==> src/ttc_pkg.sv <==
// Shared types, constants and lookup functions for the tile terrain classifier.
// No dependencies; imported by ttc_lane, ttc_merge and the top level.
package ttc_pkg;

	localparam int NUM_PALETTES = 8;
	localparam int NUM_LANES    = 4;
	localparam int COLOUR_W     = 15;
	localparam int PALETTE_W    = NUM_LANES * COLOUR_W;
	localparam int CFG_INDEX_W  = $clog2(NUM_PALETTES);
	localparam int ROWS         = 8;
	localparam int PIXELS       = 64;
	localparam int CH_MASK      = 'h1F;

	// luma weights and the reciprocal of 100 (exact for sums up to 25500)
	localparam int LUMA_RED    = 30;
	localparam int LUMA_GREEN  = 59;
	localparam int LUMA_BLUE   = 11;
	localparam int LUMA_RECIP  = 5243;
	localparam int LUMA_SHIFT  = 19;

	// rule thresholds
	localparam int DARK_LUMA     = 72;
	localparam int WATER_BLUE    = 28;
	localparam int WATER_LUMA    = 190;
	localparam int HIGH_DARK     = 45;
	localparam int HIGH_CONTRAST = 90;
	localparam int TREE_DARK     = 30;
	localparam int TREE_GREEN    = 18;
	localparam int MID_CONTRAST  = 120;
	localparam int MID_DARK      = 18;
	localparam int LOW_GREEN     = 22;
	localparam int LOW_CONTRAST  = 76;
	localparam int LEAFY_GREEN   = 12;

	typedef enum logic [2:0] {
		HEIGHT_FLOOR = 3'd0,
		HEIGHT_LOW   = 3'd1,
		HEIGHT_MID   = 3'd2,
		HEIGHT_HIGH  = 3'd3,
		HEIGHT_WATER = 3'd4
	} height_t;

	// per-stage load enables
	typedef struct packed {
		logic s1;
		logic s2;
		logic s3;
		logic s4;
	} pipe_en_t;

	// what one colour lane hands to the merge stage
	typedef struct packed {
		logic [6:0]  count;
		logic [7:0]  luma;
		logic [13:0] red_w;
		logic [13:0] green_w;
		logic [13:0] blue_w;
	} lane_t;

	// x*255/31, truncated
	localparam logic [7:0] EXPAND5 [32] = '{
		8'd0,   8'd8,   8'd16,  8'd24,  8'd32,  8'd41,  8'd49,  8'd57,
		8'd65,  8'd74,  8'd82,  8'd90,  8'd98,  8'd106, 8'd115, 8'd123,
		8'd131, 8'd139, 8'd148, 8'd156, 8'd164, 8'd172, 8'd180, 8'd189,
		8'd197, 8'd205, 8'd213, 8'd222, 8'd230, 8'd238, 8'd246, 8'd255
	};

	function automatic logic [7:0] expand5(input logic [4:0] v);
		return EXPAND5[v];
	endfunction

	// pixels of one row that carry colour index idx
	function automatic logic [3:0] row_count(input logic [7:0] lo, input logic [7:0] hi,
			input logic [1:0] idx);
		logic [7:0] hit;
		logic [3:0] n;
		hit = (idx[0] ? lo : ~lo) & (idx[1] ? hi : ~hi);
		n = '0;
		for (int b = 0; b < 8; b++) begin
			n = n + 4'(hit[b]);
		end
		return n;
	endfunction

endpackage

==> src/ttc_lane.sv <==
// One colour lane: pixel count, channel expansion and luma for a single colour index.
// Depends on ttc_pkg.
module ttc_lane import ttc_pkg::*; (
	input  logic                clk,
	input  pipe_en_t            en,
	input  logic [1:0]          colour_index,
	input  logic [127:0]        pattern,
	input  logic [COLOUR_W-1:0] colour,
	output lane_t               lane
);

	logic [6:0]  count_c;
	logic [7:0]  red_c, green_c, blue_c;
	logic [14:0] wsum_c;

	logic [6:0]  count_s1;
	logic [7:0]  red_s1, green_s1, blue_s1;
	logic [14:0] wsum_s1;
	logic [27:0] luma_prod;
	lane_t       lane_s2;

	always_comb begin
		count_c = '0;
		for (int r = 0; r < ROWS; r++) begin
			count_c = count_c + 7'(row_count(pattern[16*r +: 8], pattern[16*r+8 +: 8],
				colour_index));
		end
	end

	assign red_c   = expand5(colour[4:0]);
	assign green_c = expand5(colour[9:5]);
	assign blue_c  = expand5(colour[14:10]);
	assign wsum_c  = 15'(red_c) * 15'(LUMA_RED) + 15'(green_c) * 15'(LUMA_GREEN)
		+ 15'(blue_c) * 15'(LUMA_BLUE);

	always_ff @(posedge clk) begin
		if (en.s1) begin
			count_s1 <= count_c;
			red_s1   <= red_c;
			green_s1 <= green_c;
			blue_s1  <= blue_c;
			wsum_s1  <= wsum_c;
		end
	end

	// divide by 100 through the reciprocal
	assign luma_prod = 28'(wsum_s1) * 28'(LUMA_RECIP);

	always_ff @(posedge clk) begin
		if (en.s2) begin
			lane_s2.count   <= count_s1;
			lane_s2.luma    <= luma_prod[LUMA_SHIFT +: 8];
			lane_s2.red_w   <= 14'(red_s1) * 14'(count_s1);
			lane_s2.green_w <= 14'(green_s1) * 14'(count_s1);
			lane_s2.blue_w  <= 14'(blue_s1) * 14'(count_s1);
		end
	end

	assign lane = lane_s2;

endmodule

==> config.mk <==
export PLATFORM = sky130hd
export DESIGN_NAME = ttc_lane
export DESIGN_NICKNAME = d
export VERILOG_FILES = /design/src/ttc_pkg.sv /design/src/ttc_lane.sv
export SDC_FILE = /design/constraint.sdc
export NUM_CORES = 1
export LEC_CHECK = 0
export ABC_AREA = 1
export BUFFER_PORTS_ARGS = -buffer_cell sky130_fd_sc_hd__buf_4
export CAP_MARGIN = 20
export CELL_PAD_IN_SITES_DETAIL_PLACEMENT = 2
export CELL_PAD_IN_SITES_GLOBAL_PLACEMENT = 2
export CORE_ASPECT_RATIO = 1.2
export CORE_MARGIN = 3
export CORE_UTILIZATION = 38
export CTS_CLUSTER_SIZE = 40
export DETAILED_ROUTE_END_ITERATION = 10
export PLACE_DENSITY_LB_ADDON = 0.1
export SYNTH_ARGS = -nofsm -noshare
export SYNTH_HDL_FRONTEND = slang
export SYNTH_SLANG_ARGS = --single-unit
==> constraint.sdc <==
create_clock -name clk -period 7 [get_ports clk]
set_input_delay 0 -clock clk [delete_from_list [all_inputs] [get_ports clk]]
set_output_delay 0 -clock clk [all_outputs]
set_load 0.01 [all_outputs]
==> qor.txt <==
Sequential fraction of the synthesis area -> 16.47%
Vias in the first global route -> 17273
DR pass1 iterations -> 4
Synth warn -> 0
ANT cells -> 0
WP data required -> 7.13 ns
Setup violators final -> 0
I/O pin cnt -> 207
Slowest-stage cell, CP -> fa_1
Final TNS setup -> 0 ns
Largest fanout on the critical path -> 8
Post-CTS Setup Inserts -> 0
FF-to-FF Start -> count_s1[4]
Synth area leader -> fa_1
Detail Route Antenna Nets -> 0
Crit path largest cell delay -> 0.56 ns
TritonCTS Buffers -> 9
Post-synth top area share -> 28.57%
Routed WL per cell -> 17.97 um
Relative slew slack -> 31.32%
Worst-path clk slew -> 0.08 ns
Clock Skews -> 0.008891 ns
Yosys reg bits -> 103
# port buffers -> 204
Die area -> 52140 um2
Clock Latency Late Sink -> 0.38 ns
Final Wtd Congestion -> 0.8238
First-pass GRT wire length -> 87840 um
Total grt overflow -> 0
DR vias/cell -> 4.870
Max Cap Viol -> 0
Crit path time final -> 6.515 ns
Fmax -> 153.5 MHz
DRC -> 0
Tcrit/Tclk final -> 93.07%
Layout Nets -> 3021
R2R depth -> 14
Clock root buffer -> clkbuf_16
WHS Path Cells -> 4
Reg2Reg Setup Slack -> 2.31 ns
Syn avg cell area -> 8.906 um2
Cell area after synthesis -> 18780 um2
Die W -> 209.0 um
# rows -> 88
Clock Sinks -> 103
DIE HEIGHT -> 249.5 um
Worst Hold Class -> in -> reg
RSZ-0062 raised after global routing -> false
Hold Path End -> count_s1[0]
Final Max Tran Viols -> 0
Core ar. -> 48450 um2
Detailed router's first-iteration violation count -> 375
Pin count of the biggest net entering global routing -> 58
Reg2reg end -> lane[27]
Post-Syn Nets -> 2806
Hold Startpoint -> pattern[2]
Endpoints failing hold -> 0
Worst Setup End Kind -> flop
Critical Path Source Type -> primary input
DR vias -> 14411
Fraction of layout cells with a size suffix above 1 -> 10.00%
Most common library cell in the layout ignoring fill and taps -> inv_1
Most frequent cells in the layout -> 527 x inv_1, 392 x nand2_1, 279 x ha_1
Worst slew pin tran -> 1.030 ns
CTS tree -> done
Initial Utilization -> 38.77%
Post-synthesis cell type count -> 28
Final HPWL DP -> 46100 um
Clock tree buffer depth -> 2
Tot GR Track Use -> 20.79%
Area Growth Syn to Fin -> 14.80%
Crit path DAT -> 6.65 ns
Post-Syn Instances -> 2109
Antenna violations before repair -> 0
H-tree depth -> 3
Area contributors post-synth -> fa_1 29%, ha_1 19%, edfxtp_1 16%
Outcome -> finished, final reports clean
CP Class -> in -> reg
Routed WL -> 53170 um
## cell type report
class	instances	area (um2)
Timing Repair Buffer	232	1819
Multi-Input combinational cell	1451	13590
Clock buffer	10	229.0
Sequential cell	103	3093
Inverter	527	1978
Fill cell	5435	26880
Clock inverter	6	66.31
Tap cell	630	788.3
## stage by stage
stage | hold slack [ns] | instance area (um2) | std cells | worst slack [ns] | util, %
2_1_floorplan | 0.09887 | 18780 | 2109 | 0.9719 | -
3_5_place_dp | 0.2876 | 21060 | 2926 | 0.3671 | 43.47
6_report | 0.1102 | 21560 | 2959 | 0.4854 | 44.51
4_1_cts | 0.1269 | 21510 | 2957 | 0.2850 | 44.39
3_3_place_gp | 0.2951 | 21060 | 2926 | 0.5814 | 43.47
5_1_grt | 0.1460 | 21560 | 2959 | 0.02629 | 44.51
## how the worst max path moves through the flow
stage,from,endpoint,slack (ns),cells after the start
final,colour[1],wsum_s1[12],0.49,27
after global routing,colour[1],wsum_s1[12],0.03,27
after CTS,colour[1],wsum_s1[13],0.29,33
after detailed placement,colour_index[0],count_s1[4],0.37,20
after global placement,colour_index[0],count_s1[6],0.58,21
after floorplan,colour_index[1],count_s1[4],0.97,21
## flip-flops by register name, summed over array words and instances, names as in the netlist
name,cells
count_s1,7
lane,57
red_s1,8
wsum_s1,15
green_s1,8
blue_s1,8
## cells in the mapped netlist
cell and number:
a21boi_0 2, o21a_1 4, nand3b_1 1, or3_1 1, a21oi_1 82, o21ai_2 1, o21bai_1 5, nand3_1 45
a221oi_1 1, xnor2_1 101, a211oi_1 2, edfxtp_1 103, nor3_1 13, ha_1 279, clkbuf_1 14, nor2_1 94
nand2_1 392, o31ai_1 1, xor2_1 91, o21ai_0 40, a31oi_1 2, a21o_1 3, fa_1 268, inv_1 527
o311ai_0 1, buf_2 14, nand4_1 16, o211ai_1 6
## worst max-delay path: cells and delay by family
family	cells	cell delay, ns
compound gates	5	1.16
xor+xnor	2	0.35
fa+ha+maj	8	3.37
buf+inv	7	1.23
simple gates	5	0.52
## metal layers
metal | vias to the layer above | part of all wire [%] | GRT usage (%)
met1 | 7357 | 42 | 25.27
met3 | 37 | 2.4 | 1.773
li1 | 6852 | - | -
met4 | 0 | 1.1 | 4.077
met2 | 165 | 55 | 39.93
met5 | - | 0 | 0
## logic make-up (layout without fill, tap and decap cells)
| kind of cell | Yosys count | count (layout) | share of synthesized area (%) |
|---|---|---|---|
| and+or+nand+nor | 562 | 562 | 11.86 |
| DFF | 103 | 103 | 16.47 |
| adders and majority gates | 547 | 547 | 47.15 |
| AOI/OAI and AO/OA | 150 | 150 | 4.377 |
| buffers and inverters | 555 | 775 | 11.19 |
| xor gates and xnor gates | 192 | 192 | 8.953 |
## what timing repair did
item,CTS,global route
setup endpoints to repair,0,2
hold endpoints to repair,15,0
resized for setup,0,1
hold buffers,15,0
Power is not shown: default switching activity piles up to over one toggle a cycle in this logic, so the estimate is an artifact.
