===== src/ttc_pkg.sv =====
// Shared types, constants and lookup functions for the tile terrain classifier.
// No dependencies; imported by ttc_lane, ttc_merge and the top level.
package ttc_pkg;

	localparam int NUM_PALETTES = 8;
	localparam int NUM_LANES    = 4;
	localparam int COLOUR_W     = 15;
	localparam int PALETTE_W    = NUM_LANES * COLOUR_W;
	localparam int CFG_INDEX_W  = $clog2(NUM_PALETTES);
	localparam int ROWS         = 8;
	localparam int PIXELS       = 64;
	localparam int CH_MASK      = 'h1F;

	// luma weights and the reciprocal of 100 (exact for sums up to 25500)
	localparam int LUMA_RED    = 30;
	localparam int LUMA_GREEN  = 59;
	localparam int LUMA_BLUE   = 11;
	localparam int LUMA_RECIP  = 5243;
	localparam int LUMA_SHIFT  = 19;

	// rule thresholds
	localparam int DARK_LUMA     = 72;
	localparam int WATER_BLUE    = 28;
	localparam int WATER_LUMA    = 190;
	localparam int HIGH_DARK     = 45;
	localparam int HIGH_CONTRAST = 90;
	localparam int TREE_DARK     = 30;
	localparam int TREE_GREEN    = 18;
	localparam int MID_CONTRAST  = 120;
	localparam int MID_DARK      = 18;
	localparam int LOW_GREEN     = 22;
	localparam int LOW_CONTRAST  = 76;
	localparam int LEAFY_GREEN   = 12;

	typedef enum logic [2:0] {
		HEIGHT_FLOOR = 3'd0,
		HEIGHT_LOW   = 3'd1,
		HEIGHT_MID   = 3'd2,
		HEIGHT_HIGH  = 3'd3,
		HEIGHT_WATER = 3'd4
	} height_t;

	// per-stage load enables
	typedef struct packed {
		logic s1;
		logic s2;
		logic s3;
		logic s4;
	} pipe_en_t;

	// what one colour lane hands to the merge stage
	typedef struct packed {
		logic [6:0]  count;
		logic [7:0]  luma;
		logic [13:0] red_w;
		logic [13:0] green_w;
		logic [13:0] blue_w;
	} lane_t;

	// x*255/31, truncated
	localparam logic [7:0] EXPAND5 [32] = '{
		8'd0,   8'd8,   8'd16,  8'd24,  8'd32,  8'd41,  8'd49,  8'd57,
		8'd65,  8'd74,  8'd82,  8'd90,  8'd98,  8'd106, 8'd115, 8'd123,
		8'd131, 8'd139, 8'd148, 8'd156, 8'd164, 8'd172, 8'd180, 8'd189,
		8'd197, 8'd205, 8'd213, 8'd222, 8'd230, 8'd238, 8'd246, 8'd255
	};

	function automatic logic [7:0] expand5(input logic [4:0] v);
		return EXPAND5[v];
	endfunction

	// pixels of one row that carry colour index idx
	function automatic logic [3:0] row_count(input logic [7:0] lo, input logic [7:0] hi,
			input logic [1:0] idx);
		logic [7:0] hit;
		logic [3:0] n;
		hit = (idx[0] ? lo : ~lo) & (idx[1] ? hi : ~hi);
		n = '0;
		for (int b = 0; b < 8; b++) begin
			n = n + 4'(hit[b]);
		end
		return n;
	endfunction

endpackage


===== src/ttc_merge.sv =====
// Merge stage: combines the four lanes into tile features, then runs the rule chain.
// Depends on ttc_pkg.
module ttc_merge import ttc_pkg::*; (
	input  logic                  clk,
	input  pipe_en_t              en,
	input  lane_t [NUM_LANES-1:0] lanes,
	output logic [2:0]            height_class,
	output logic                  leafy
);

	localparam logic [13:0] WATER_LUMA_SUM = 14'(WATER_LUMA * PIXELS);
	localparam logic signed [15:0] WATER_DIFF = 16'((WATER_BLUE + 1) * PIXELS);
	localparam logic signed [15:0] TREE_DIFF  = 16'((TREE_GREEN + 1) * PIXELS);
	localparam logic signed [15:0] LOW_DIFF   = 16'((LOW_GREEN + 1) * PIXELS);
	localparam logic signed [15:0] LEAFY_DIFF = 16'((LEAFY_GREEN + 1) * PIXELS);
	localparam logic [12:0] HIGH_DARK_SC = 13'(HIGH_DARK * PIXELS);
	localparam logic [12:0] TREE_DARK_SC = 13'(TREE_DARK * PIXELS);
	localparam logic [12:0] MID_DARK_SC  = 13'(MID_DARK * PIXELS);

	logic [13:0] luma_sum_c, rs_c, gs_c, bs_c;
	logic [7:0]  min_c, max_c;
	logic [6:0]  dark_c;

	logic [13:0] luma_sum_s3, rs_s3, gs_s3, bs_s3;
	logic [7:0]  contrast_s3;
	logic [6:0]  dark_s3;

	logic [13:0]        half_rg, half_rb;
	logic signed [15:0] blue_diff, green_diff;
	logic [12:0]        dark_sc;
	height_t            height_c;
	height_t            height_s4;
	logic               leafy_s4;

	always_comb begin
		logic [15:0] acc_l, acc_r, acc_g, acc_b;
		logic [7:0]  acc_d;
		acc_l = '0;
		acc_r = '0;
		acc_g = '0;
		acc_b = '0;
		acc_d = '0;
		min_c = 8'hFF;
		max_c = '0;
		for (int i = 0; i < NUM_LANES; i++) begin
			acc_l = acc_l + 16'(14'(lanes[i].luma) * 14'(lanes[i].count));
			acc_r = acc_r + 16'(lanes[i].red_w);
			acc_g = acc_g + 16'(lanes[i].green_w);
			acc_b = acc_b + 16'(lanes[i].blue_w);
			// unused colours stay out of contrast; their count adds nothing elsewhere
			if (lanes[i].count != '0) begin
				if (lanes[i].luma < min_c) min_c = lanes[i].luma;
				if (lanes[i].luma > max_c) max_c = lanes[i].luma;
			end
			if (lanes[i].luma < 8'(DARK_LUMA)) acc_d = acc_d + 8'(lanes[i].count);
		end
		luma_sum_c = acc_l[13:0];
		rs_c       = acc_r[13:0];
		gs_c       = acc_g[13:0];
		bs_c       = acc_b[13:0];
		dark_c     = acc_d[6:0];
	end

	always_ff @(posedge clk) begin
		if (en.s3) begin
			luma_sum_s3 <= luma_sum_c;
			rs_s3       <= rs_c;
			gs_s3       <= gs_c;
			bs_s3       <= bs_c;
			contrast_s3 <= max_c - min_c;
			dark_s3     <= dark_c;
		end
	end

	// bias/64 > T with truncation toward zero is diff >= 64*(T+1)
	assign half_rg    = 14'((15'(rs_s3) + 15'(gs_s3)) >> 1);
	assign half_rb    = 14'((15'(rs_s3) + 15'(bs_s3)) >> 1);
	assign blue_diff  = $signed(16'(bs_s3) - 16'(half_rg));
	assign green_diff = $signed(16'(gs_s3) - 16'(half_rb));
	assign dark_sc    = 13'(dark_s3) * 13'd100;

	always_comb begin
		if (blue_diff >= WATER_DIFF && luma_sum_s3 < WATER_LUMA_SUM)
			height_c = HEIGHT_WATER;
		else if (dark_sc >= HIGH_DARK_SC && contrast_s3 > 8'(HIGH_CONTRAST))
			height_c = HEIGHT_HIGH;
		else if (dark_sc >= TREE_DARK_SC && green_diff >= TREE_DIFF)
			height_c = HEIGHT_HIGH;
		else if (contrast_s3 > 8'(MID_CONTRAST) && dark_sc >= MID_DARK_SC)
			height_c = HEIGHT_MID;
		else if (green_diff >= LOW_DIFF && contrast_s3 > 8'(LOW_CONTRAST))
			height_c = HEIGHT_LOW;
		else
			height_c = HEIGHT_FLOOR;
	end

	always_ff @(posedge clk) begin
		if (en.s4) begin
			height_s4 <= height_c;
			leafy_s4  <= (green_diff >= LEAFY_DIFF);
		end
	end

	assign height_class = height_s4;
	assign leafy        = leafy_s4;

endmodule


===== config.mk =====
export PLATFORM = sky130hd
export DESIGN_NAME = ttc_merge
export DESIGN_NICKNAME = d
export VERILOG_FILES = /design/src/ttc_pkg.sv /design/src/ttc_merge.sv
export SDC_FILE = /design/constraint.sdc
export NUM_CORES = 1
export LEC_CHECK = 0
export ABC_AREA = 1
export BUFFER_PORTS_ARGS = -buffer_cell sky130_fd_sc_hd__buf_2
export CORE_UTILIZATION = 61
export CTS_CLUSTER_DIAMETER = 150
export DETAILED_ROUTE_END_ITERATION = 12
export PLACE_DENSITY = 0.84
export SYNTH_ARGS = -nofsm -noshare
export SYNTH_HDL_FRONTEND = slang
export SYNTH_SLANG_ARGS = --single-unit

===== constraint.sdc =====
create_clock -name clk -period 10.8 [get_ports clk]
set_clock_uncertainty 0.05 [all_clocks]
set_input_delay 1.62 -clock clk [delete_from_list [all_inputs] [get_ports clk]]
set_output_delay 1.62 -clock clk [all_outputs]
set_load 0.03 [all_outputs]

==> summary.txt, run 1 <==
Run status
  – Status: completed

Worst hold path
  – Worst hold path cell count: 3
  – Worst Hold Endpoint: height_class[2]
  – Hold Crit Start: luma_sum_s3[13]
  – Hold/Removal Path Class: register to register

Clock tree
  – H-tree Lvls: 3
  – CTS tree: done
  – Number of post-CTS setup repair buffers: 0
  – Hold_buf cts: 0
  – Max Buffers Root-to-Sink: 2
  – Clock root cell: clkbuf_16
  – Post-CTS sizing: 0
  – Cts bufs inserted: 9
  – Clock latency on the worst-skew pair: 340 ps
  – CTS sink cnt: 68
  – Clk pin slew, worst setup/hold paths: roughly 60 ps

Final layout
  – Fraction of layout cells with a size suffix above 1: 0.1225
  – Nets@finish: slightly above 3000
  – Design area: 19630 um^2
  – Commonest cells after routing, fill and taps aside: inv_1, nand2_1, fa_1, ha_1, buf_2
  – Synth-to-layout area growth: 9.645%
  – Commonest non-fill, non-tap cell in the layout: inv_1

Worst setup path
  – Setup crit end kind: register
  – R2R cell count: 27
  – CP bufs+invs: 4
  – Worst Path Arrival: around 9000 ps
  – CP most frequent cell: nor2_1
  – WP data required: between 10000 and 15000 ps
  – FF-to-FF End: height_class[0]
  – Critical path fanouts, max: 16
  – RR Startpoint: rs_s3[1]
  – CP max stage cell: nor2_1
  – Slowest stage delay, CP: around 550 ps
  – Critical path class: input pin to register
  – Worst path top cell family by delay: compound AO/OA/AOI/OAI gates
  – Setup crit start kind: input pin
  – Levels on crit path: 39
  – Worst R2R Setup Slack: 5950 ps

Routing
  – WL final: between 40000 and 50000 um
  – DRT iter0 DRCs: slightly below 1000
  – Via/cell ratio: roughly 5.5
  – Via count: about 15000
  – Number of nets with antenna violations after routing: 0
  – Avg WL per Cell: roughly 17 um
  – DR pass1 iterations: 6
  – DRC errors left: 0

Synthesis
  – Distinct cells, synth: between 40 and 50
  – Mapped Cells: ~2100
  – Syn Area/Cell: about 8.4 um^2
  – Number of flops mapped to enable cells by yosys: 68
  – Synthesized area: 17900 um^2
  – #FFs+latches synth: slightly below 70
  – Yosys Warn Count: 0
  – Ys async rst share: 0
  – Syn_nets: between 2000 and 3000
  – Top_reg_cell synth: edfxtp_1
  – Seq/Total Area, Yosys: 0.1141

STA
  – Slew HR: 0.3975
  – Pins Over Slew Limit: 0
  – Max Fclk: between 100 and 150 MHz
  – TNS Setup: 0 ps
  – Tmin final: between 8000 and 9000 ps
  – Worst Max-Slew Pin Slew: between 900 and 1000 ps
  – Fin. Hold Viols: 0
  – Final setup viols: 0
  – Unrepaired setup endpoints after global routing: false
  – Final Cycle Share: 0.8190

Floorplanning
  – Die height: 173.3 um
  – Die X: about 170 um
  – Core Rows: between 60 and 70
  – Ports: between 200 and 250
  – Core Area: 28780 um^2
  – Initial Util: 0.6220
  – Die ar.: between 30000 and 40000 um^2

Placed design
  – Post-Place Cell Area: a little under 20000 um^2
  – Post-DP HPWL: between 30000 and 40000 um
  – RD Place Congestion: approximately 0.93
  – I/O Buffers: between 200 and 250

Job
  – Max cap viols: 0

Pwr
  – Pwr Density: between 300 and 400 nW/um^2
  – Static leakage: about 11 nW
  – Max VDD drop: approximately 0.58 mV

Global route
  – Vias in the first global route: ~16000
  – Total track usage: 0.3211
  – First-pass GRT wire length: about 77000 um
  – Initial antenna violation count: 6
  – Global route total overflow: 0
  – Largest net degree at the start of global routing: between 60 and 70
## power breakdown
group          internal [W]  switching (W)
Sequential         0.000675      0.0000983
Combinational       0.00244        0.00332
Clock              0.000225       0.000123
Total               0.00334        0.00354
## worst max-delay path by stage
stage	endpoint	startpoint
4_1_cts	contrast_s3[7]	lanes[52]
3_3_place_gp	contrast_s3[7]	lanes[52]
3_5_place_dp	contrast_s3[7]	lanes[52]
6_report	contrast_s3[7]	lanes[52]
5_1_grt	contrast_s3[7]	lanes[51]
2_1_floorplan	contrast_s3[7]	lanes[53]
## worst min-delay path, stage by stage, from the launching register on
cell,delay (ps)
edfxtp_1,330
a22oi_1,80
nand2_1,190
inv_1,80
## layout make-up
cell class | count | area (um^2)
diodes | 5 | 12.51
clock buffers | 9 | 225.2
clock inverters | 7 | 113.9
fillers | 2279 | 9151
inverters | 474 | 1779
multi-input cells | 1533 | 13790
flip-flops and latches | 68 | 2042
well taps | 384 | 480.5
repair buffers | 236 | 1186
## stage by stage
stage,worst slack (ps),hold WS [ps],cells,total power [W],utilization
floorplan,2328,591.8,2142,0.005110,-
global placement,1765,669.2,2695,0.006034,0.6698
detailed placement,1656,731.8,2695,0.006396,0.6698
CTS,1994,755.0,2711,0.006839,0.6816
global route,1239,852.3,2716,0.007746,0.6820
finish,1955,804.7,2716,0.006878,0.6820
## synthesized netlist by cell type, types with 2 or more instances
cell type | instances | area [um^2]
a21o_1 | 14 | 105.1
o21ai_1 | 12 | 60.06
edfxtp_1 | 68 | 2042
nand2_1 | 428 | 1607
a31o_2 | 3 | 26.28
buf_2 | 5 | 25.02
a31oi_1 | 5 | 31.28
clkbuf_1 | 57 | 214.0
o221ai_1 | 2 | 17.52
nor3_1 | 8 | 40.04
xnor2_1 | 58 | 508.0
a22oi_1 | 2 | 15.01
o21a_1 | 2 | 15.01
fa_1 | 267 | 5345
o21bai_1 | 9 | 67.56
nor2_2 | 2 | 12.51
or2_2 | 3 | 18.77
or4_1 | 2 | 15.01
or3_1 | 4 | 25.02
nand2_2 | 11 | 68.82
inv_1 | 468 | 1757
nor4_1 | 6 | 37.54
buf_6 | 4 | 45.04
nor2_1 | 82 | 307.8
ha_1 | 267 | 3341
inv_2 | 4 | 15.01
o21ai_0 | 79 | 395.4
nand3b_1 | 5 | 37.54
a21oi_1 | 118 | 590.6
o211ai_1 | 2 | 15.01
a221oi_1 | 2 | 17.52
a211oi_1 | 3 | 22.52
and2_1 | 6 | 37.54
nand2_4 | 2 | 22.52
o2111ai_1 | 2 | 17.52
clkinv_1 | 2 | 7.510
o21ai_2 | 8 | 70.07
xor2_1 | 71 | 621.9
nand3_1 | 35 | 175.2
nand4_1 | 5 | 31.28
## layer usage
layer / routed length, um / vias up / global-route usage
li1: - / 6998 / -
met1: 16590 / 7118 / 0.3606
met2: 24330 / 650 / 0.5902
met3: 3193 / 150 / 0.04978
met4: 2537 / 2 / 0.1578
met5: 11 / - / 0
## cells by family (layout without fill, tap and decap cells)
logic type      count (synthesis)  in the layout  synth area share
fa+ha+maj                     534            534            0.4852
xor+xnor                      129            129           0.06311
compound gates                267            267           0.08387
simple gates                  603            603            0.1381
other cells                     0              5                 0
flops                          68             68            0.1141
buf+inv                       541            726            0.1157
## sequential cells by signal, summed over array words and instances, names as in the netlist
name          cells
bs_s3            14
gs_s3            14
dark_s3           7
height_class      3
leafy             1
luma_sum_s3       7
rs_s3            14
contrast_s3       8
(Power assumes the default switching activity.)
==> inputs of run 2 (changes only) <==
ABC_AREA = 0   (was 1)
CORE_UTILIZATION = 55   (was 61)
PLACE_DENSITY = 0.8   (was 0.84)
clock period = 7.2 ns   (was 10.8 ns; I/O delays follow)
==> run 2 against run 1 <==
Net effect:
- routed wire length up 11%
- worst setup slack got worse by 2500 ps
- clock power grew 50%
- via count is 1.0% higher
- die area grew 10%
- power is 61% higher
- register-to-register slack worse by 4000 ps
- hold slack worse by 39 ps
- the run now ends with setup timing left
- first-iteration DRC count rose by 2.1%
- global-route usage up 0.079 points
- synthesized area decreased by 0.58%
==> summary.txt, run 2 <==
Final layout
  – Commonest cells after routing, fill and taps aside: inv_1, fa_1, ha_1 (was inv_1, nand2_1, fa_1, ha_1, buf_2)
  – Nets@finish: 3040 (was 3089)
  – Fraction of layout cells with a size suffix above 1: 0.2429 (was 0.1225)
  – Synth-to-layout area growth: 21.35% (was 9.645%)
  – Post-route non-filler standard cell count: 2681 (was 2716)
  – Biggest regs: bs_s3 x14, gs_s3 x14, rs_s3 x14 (unchanged)
  – Commonest non-fill, non-tap cell in the layout: inv_1 (unchanged)

Pwr
  – Sequential Power Share: 0.104 (was 0.112)
  – Static leakage: 10.74 nW (was 10.75 nW)
  – Sw power: 0.005275 W (was 0.003541 W)
  – Pwr Density: 512.4 nW/um^2 (was 350.4 nW/um^2)
  – Clock power share: 0.047 (was 0.051)
  – Switching share of power: 0.4766 (was 0.5148)
  – Max VDD drop: 0.7068 mV (was 0.5760 mV)
  – Int Pwr: 0.005793 W (was 0.003337 W)
  – Comb power frac: 0.849 (was 0.837)

Placed design
  – I/O Buffers: 234 (unchanged)
  – RD Place Congestion: 0.9875 (was 0.9291)
  – Pre-CTS WS: -1120 ps (was 1656 ps)
  – Post-DP HPWL: 43460 um (was 39370 um)
  – Cell total after placement: 2624 (was 2695)

STA
  – Tmin final: 7732 ps
  – Final Cycle Share: 1.074
  – Final setup viols: 5 (was 0)
  – Pins Over Slew Limit: 0 (unchanged)
  – Slew HR: 0.2512 (was 0.3975)
  – Unrepaired setup endpoints after global routing: true (was false)
  – Min Hold Slack: 765.8 ps (was 804.7 ps)
  – PnR worst setup slack: -531.7 ps (was 1955 ps)
  – Fin. Hold Viols: 0 (unchanged)
  – Max Fclk: ~130 MHz
  – Worst Max-Slew Pin Slew: 1113 ps (was 903.7 ps)

Floorplanning
  – Core Rows: 65 (was 62)
  – Die height: 181.9 um (was 173.3 um)
  – Ports: 237 (unchanged)
  – Die ar.: 33080 um^2 (was 30040 um^2)
  – Core Area: 31720 um^2 (was 28780 um^2)
  – Initial Util: 0.5611 (was 0.6220)
  – Die X: 181.9 um (was 173.3 um)

Routing
  – DRC errors left: 0 (unchanged)
  – Avg WL per Cell: 19.24 um (was 17.18 um)
  – WL final: 51590 um (was 46660 um)
  – DR pass1 iterations: 5 (was 6)
  – Number of nets with antenna violations after routing: 0 (unchanged)
  – Via count: 15073 (was 14918)
  – Via/cell ratio: 5.622 (was 5.493)
  – DRT iter0 DRCs: 985 (was 965)

Run status
  – Failing checks: setup timing
  – Status: finished with violations (was completed)

Worst setup path
  – CP bufs+invs: 25 (was 4)
  – Worst Path Arrival: 7780 ps (was 8890 ps)
  – CP most frequent cell: buf_4 (was nor2_1)
  – Slowest stage delay, CP: 270 ps (was 550 ps)
  – Setup crit start kind: input pin (unchanged)
  – Worst path top cell family by delay: buffers and inverters (was compound AO/OA/AOI/OAI gates)
  – CP max stage cell: ha_1 (was nor2_1)
  – Setup crit end kind: register (unchanged)
  – Critical path fanouts, max: 8 (was 16)
  – Critical path class: input pin to register (unchanged)
  – WP data required: 7250 ps (was 10840 ps)

Synthesis
  – Count leader, synth: inv_1 (unchanged)
  – Synthesized area: 17800 um^2 (was 17900 um^2)
  – Top_reg_cell synth: edfxtp_1 (unchanged)
  – Distinct cells, synth: 65 (was 49)
  – Seq/Total Area, Yosys: 0.1147 (was 0.1141)
  – Number of flops mapped to enable cells by yosys: 68 (unchanged)
  – Largest cells by area after synthesis: fa_1, ha_1, edfxtp_1 (unchanged)
  – Largest family of logic cells by synthesized area: adder cells (unchanged)
  – Post-synthesis mux area share: 0.01898 (was 0)
  – Ys async rst share: 0 (unchanged)
  – Post-synth top area cell: fa_1 (unchanged)
  – Synth top area share: 0.3003 (was 0.2986)
  – Commonest cells in the synthesized netlist: inv_1, fa_1, ha_1, nand2_1, and2_1 (was inv_1, nand2_1, fa_1, ha_1, a21oi_1)
  – Mapped Cells: 1885 (was 2142)
  – Adder-Cell Fraction of Synth Area: 0.4880 (was 0.4852)
  – Post-Synth Simple-Gate Area: 0.1331 (was 0.1381)
  – Syn Area/Cell: 9.442 um^2 (was 8.358 um^2)
  – #FFs+latches synth: 68 (unchanged)
  – Syn_nets: 2652 (was 2909)
  – Compound-Gate Fraction of Synth Area: 0.1066 (was 0.08387)
  – Yosys Warn Count: 0 (unchanged)
  – XOR/XNOR Fraction of Synth Area: 0.06299 (was 0.06311)

Clock tree
  – CTS tree: done (unchanged)
  – Clock root cell: clkbuf_16 (unchanged)
  – Clk pin slew, worst setup/hold paths: 60 ps (about the same)
  – CTS sink cnt: 68 (unchanged)
  – Cts bufs inserted: 9 (unchanged)
  – Hold_buf cts: 0 (unchanged)
  – H-tree Lvls: 3 (unchanged)
  – Max Buffers Root-to-Sink: 2 (unchanged)
  – Clock latency on the worst-skew pair: 360 ps (was 340 ps)

Worst hold path
  – Hold/Removal Path Class: register to register (unchanged)

Job
  – Max cap viols: 0 (unchanged)

Global route
  – Total track usage: 0.3219 (was 0.3211)
  – Vias in the first global route: 16408 (was 15920)
  – Largest net degree at the start of global routing: 65 (unchanged)
  – Initial antenna violation count: 2 (was 6)
  – Global route total overflow: 0 (unchanged)
  – First-pass GRT wire length: 82030 um (was 76510 um)
run 2: cell families (layout without fill, tap and decap cells):
kind of cell    after synthesis  count (layout)
compound gates              295             295
xor+xnor                    128             128
fa+ha+maj                   534             534
buf+inv                     357             748
flops                        68              68
mux                          32              32
other cells                   0               2
simple gates                471             472
run 2: metal layers:
layer,global-route usage,routed length (um),part of all wire,vias up
met1,0.3693,19260,0.37,7381
met5,0,0,0,-
li1,-,-,-,6928
met4,0.1825,3125,0.061,0
met3,0.05415,3541,0.069,159
met2,0.5688,25670,0.50,605
run 2: what timing repair did:
| item | 4_1_cts | 5_1_grt |
|---|---|---|
| setup buffers | 38 | 5 |
| gates resized for setup | 47 | 47 |
| endpoints found under the setup margin | 7 | 8 |
| gates cloned | 1 | 0 |
| pin swaps | 30 | 36 |
run 2: stage by stage:
stage	util	TNS (ps)	instance area [um^2]	power [W]
floorplan	-	-2076	17940	0.007909
global placement	0.6477	-5150	20540	0.009845
detailed placement	0.6477	-6563	20540	0.01025
CTS	0.6737	-1070	21370	0.01100
global route	0.6809	-3284	21600	0.01234
finish	0.6809	-1584	21600	0.01107
run 2: cell type report:
| type | count | area, um^2 |
|---|---|---|
| diodes | 2 | 5.005 |
| clock buffers | 9 | 225.2 |
| clock inverters | 6 | 111.4 |
| fillers | 2409 | 10120 |
| inverters | 306 | 1149 |
| multi-input cells | 1461 | 14900 |
| flip-flops and latches | 68 | 2042 |
| well taps | 402 | 503.0 |
| repair buffers | 427 | 2665 |
run 2: worst reg2reg max path, delay by kind of cell, from the launching register on:
kind / cells / cell delay, ps
AOI/OAI and AO/OA: 14 / 2560
adders and majority gates: 2 / 670
DFF: 1 / 490
and+or+nand+nor: 5 / 1040
xor gates and xnor gates: 1 / 140
run 2: worst paths after layout:
check            startpoint               to  slack (ps)  cells past startpoint
max               lanes[56]   contrast_s3[7]        -530                     51
min          contrast_s3[7]  height_class[1]         770                      2
max reg2reg        rs_s3[1]  height_class[1]        1990                     22
min reg2reg  contrast_s3[7]  height_class[1]         770                      2
run 2: power groups by stage:
stage	Clock [W]	Combinational, W	Sequential [W]
after floorplan	0	0.00679	0.00112
after global placement	0	0.00870	0.00115
after detailed placement	0	0.00911	0.00115
after CTS	0.000525	0.00933	0.00114
after global routing	0.000540	0.0106	0.00117
final	0.000521	0.00940	0.00115
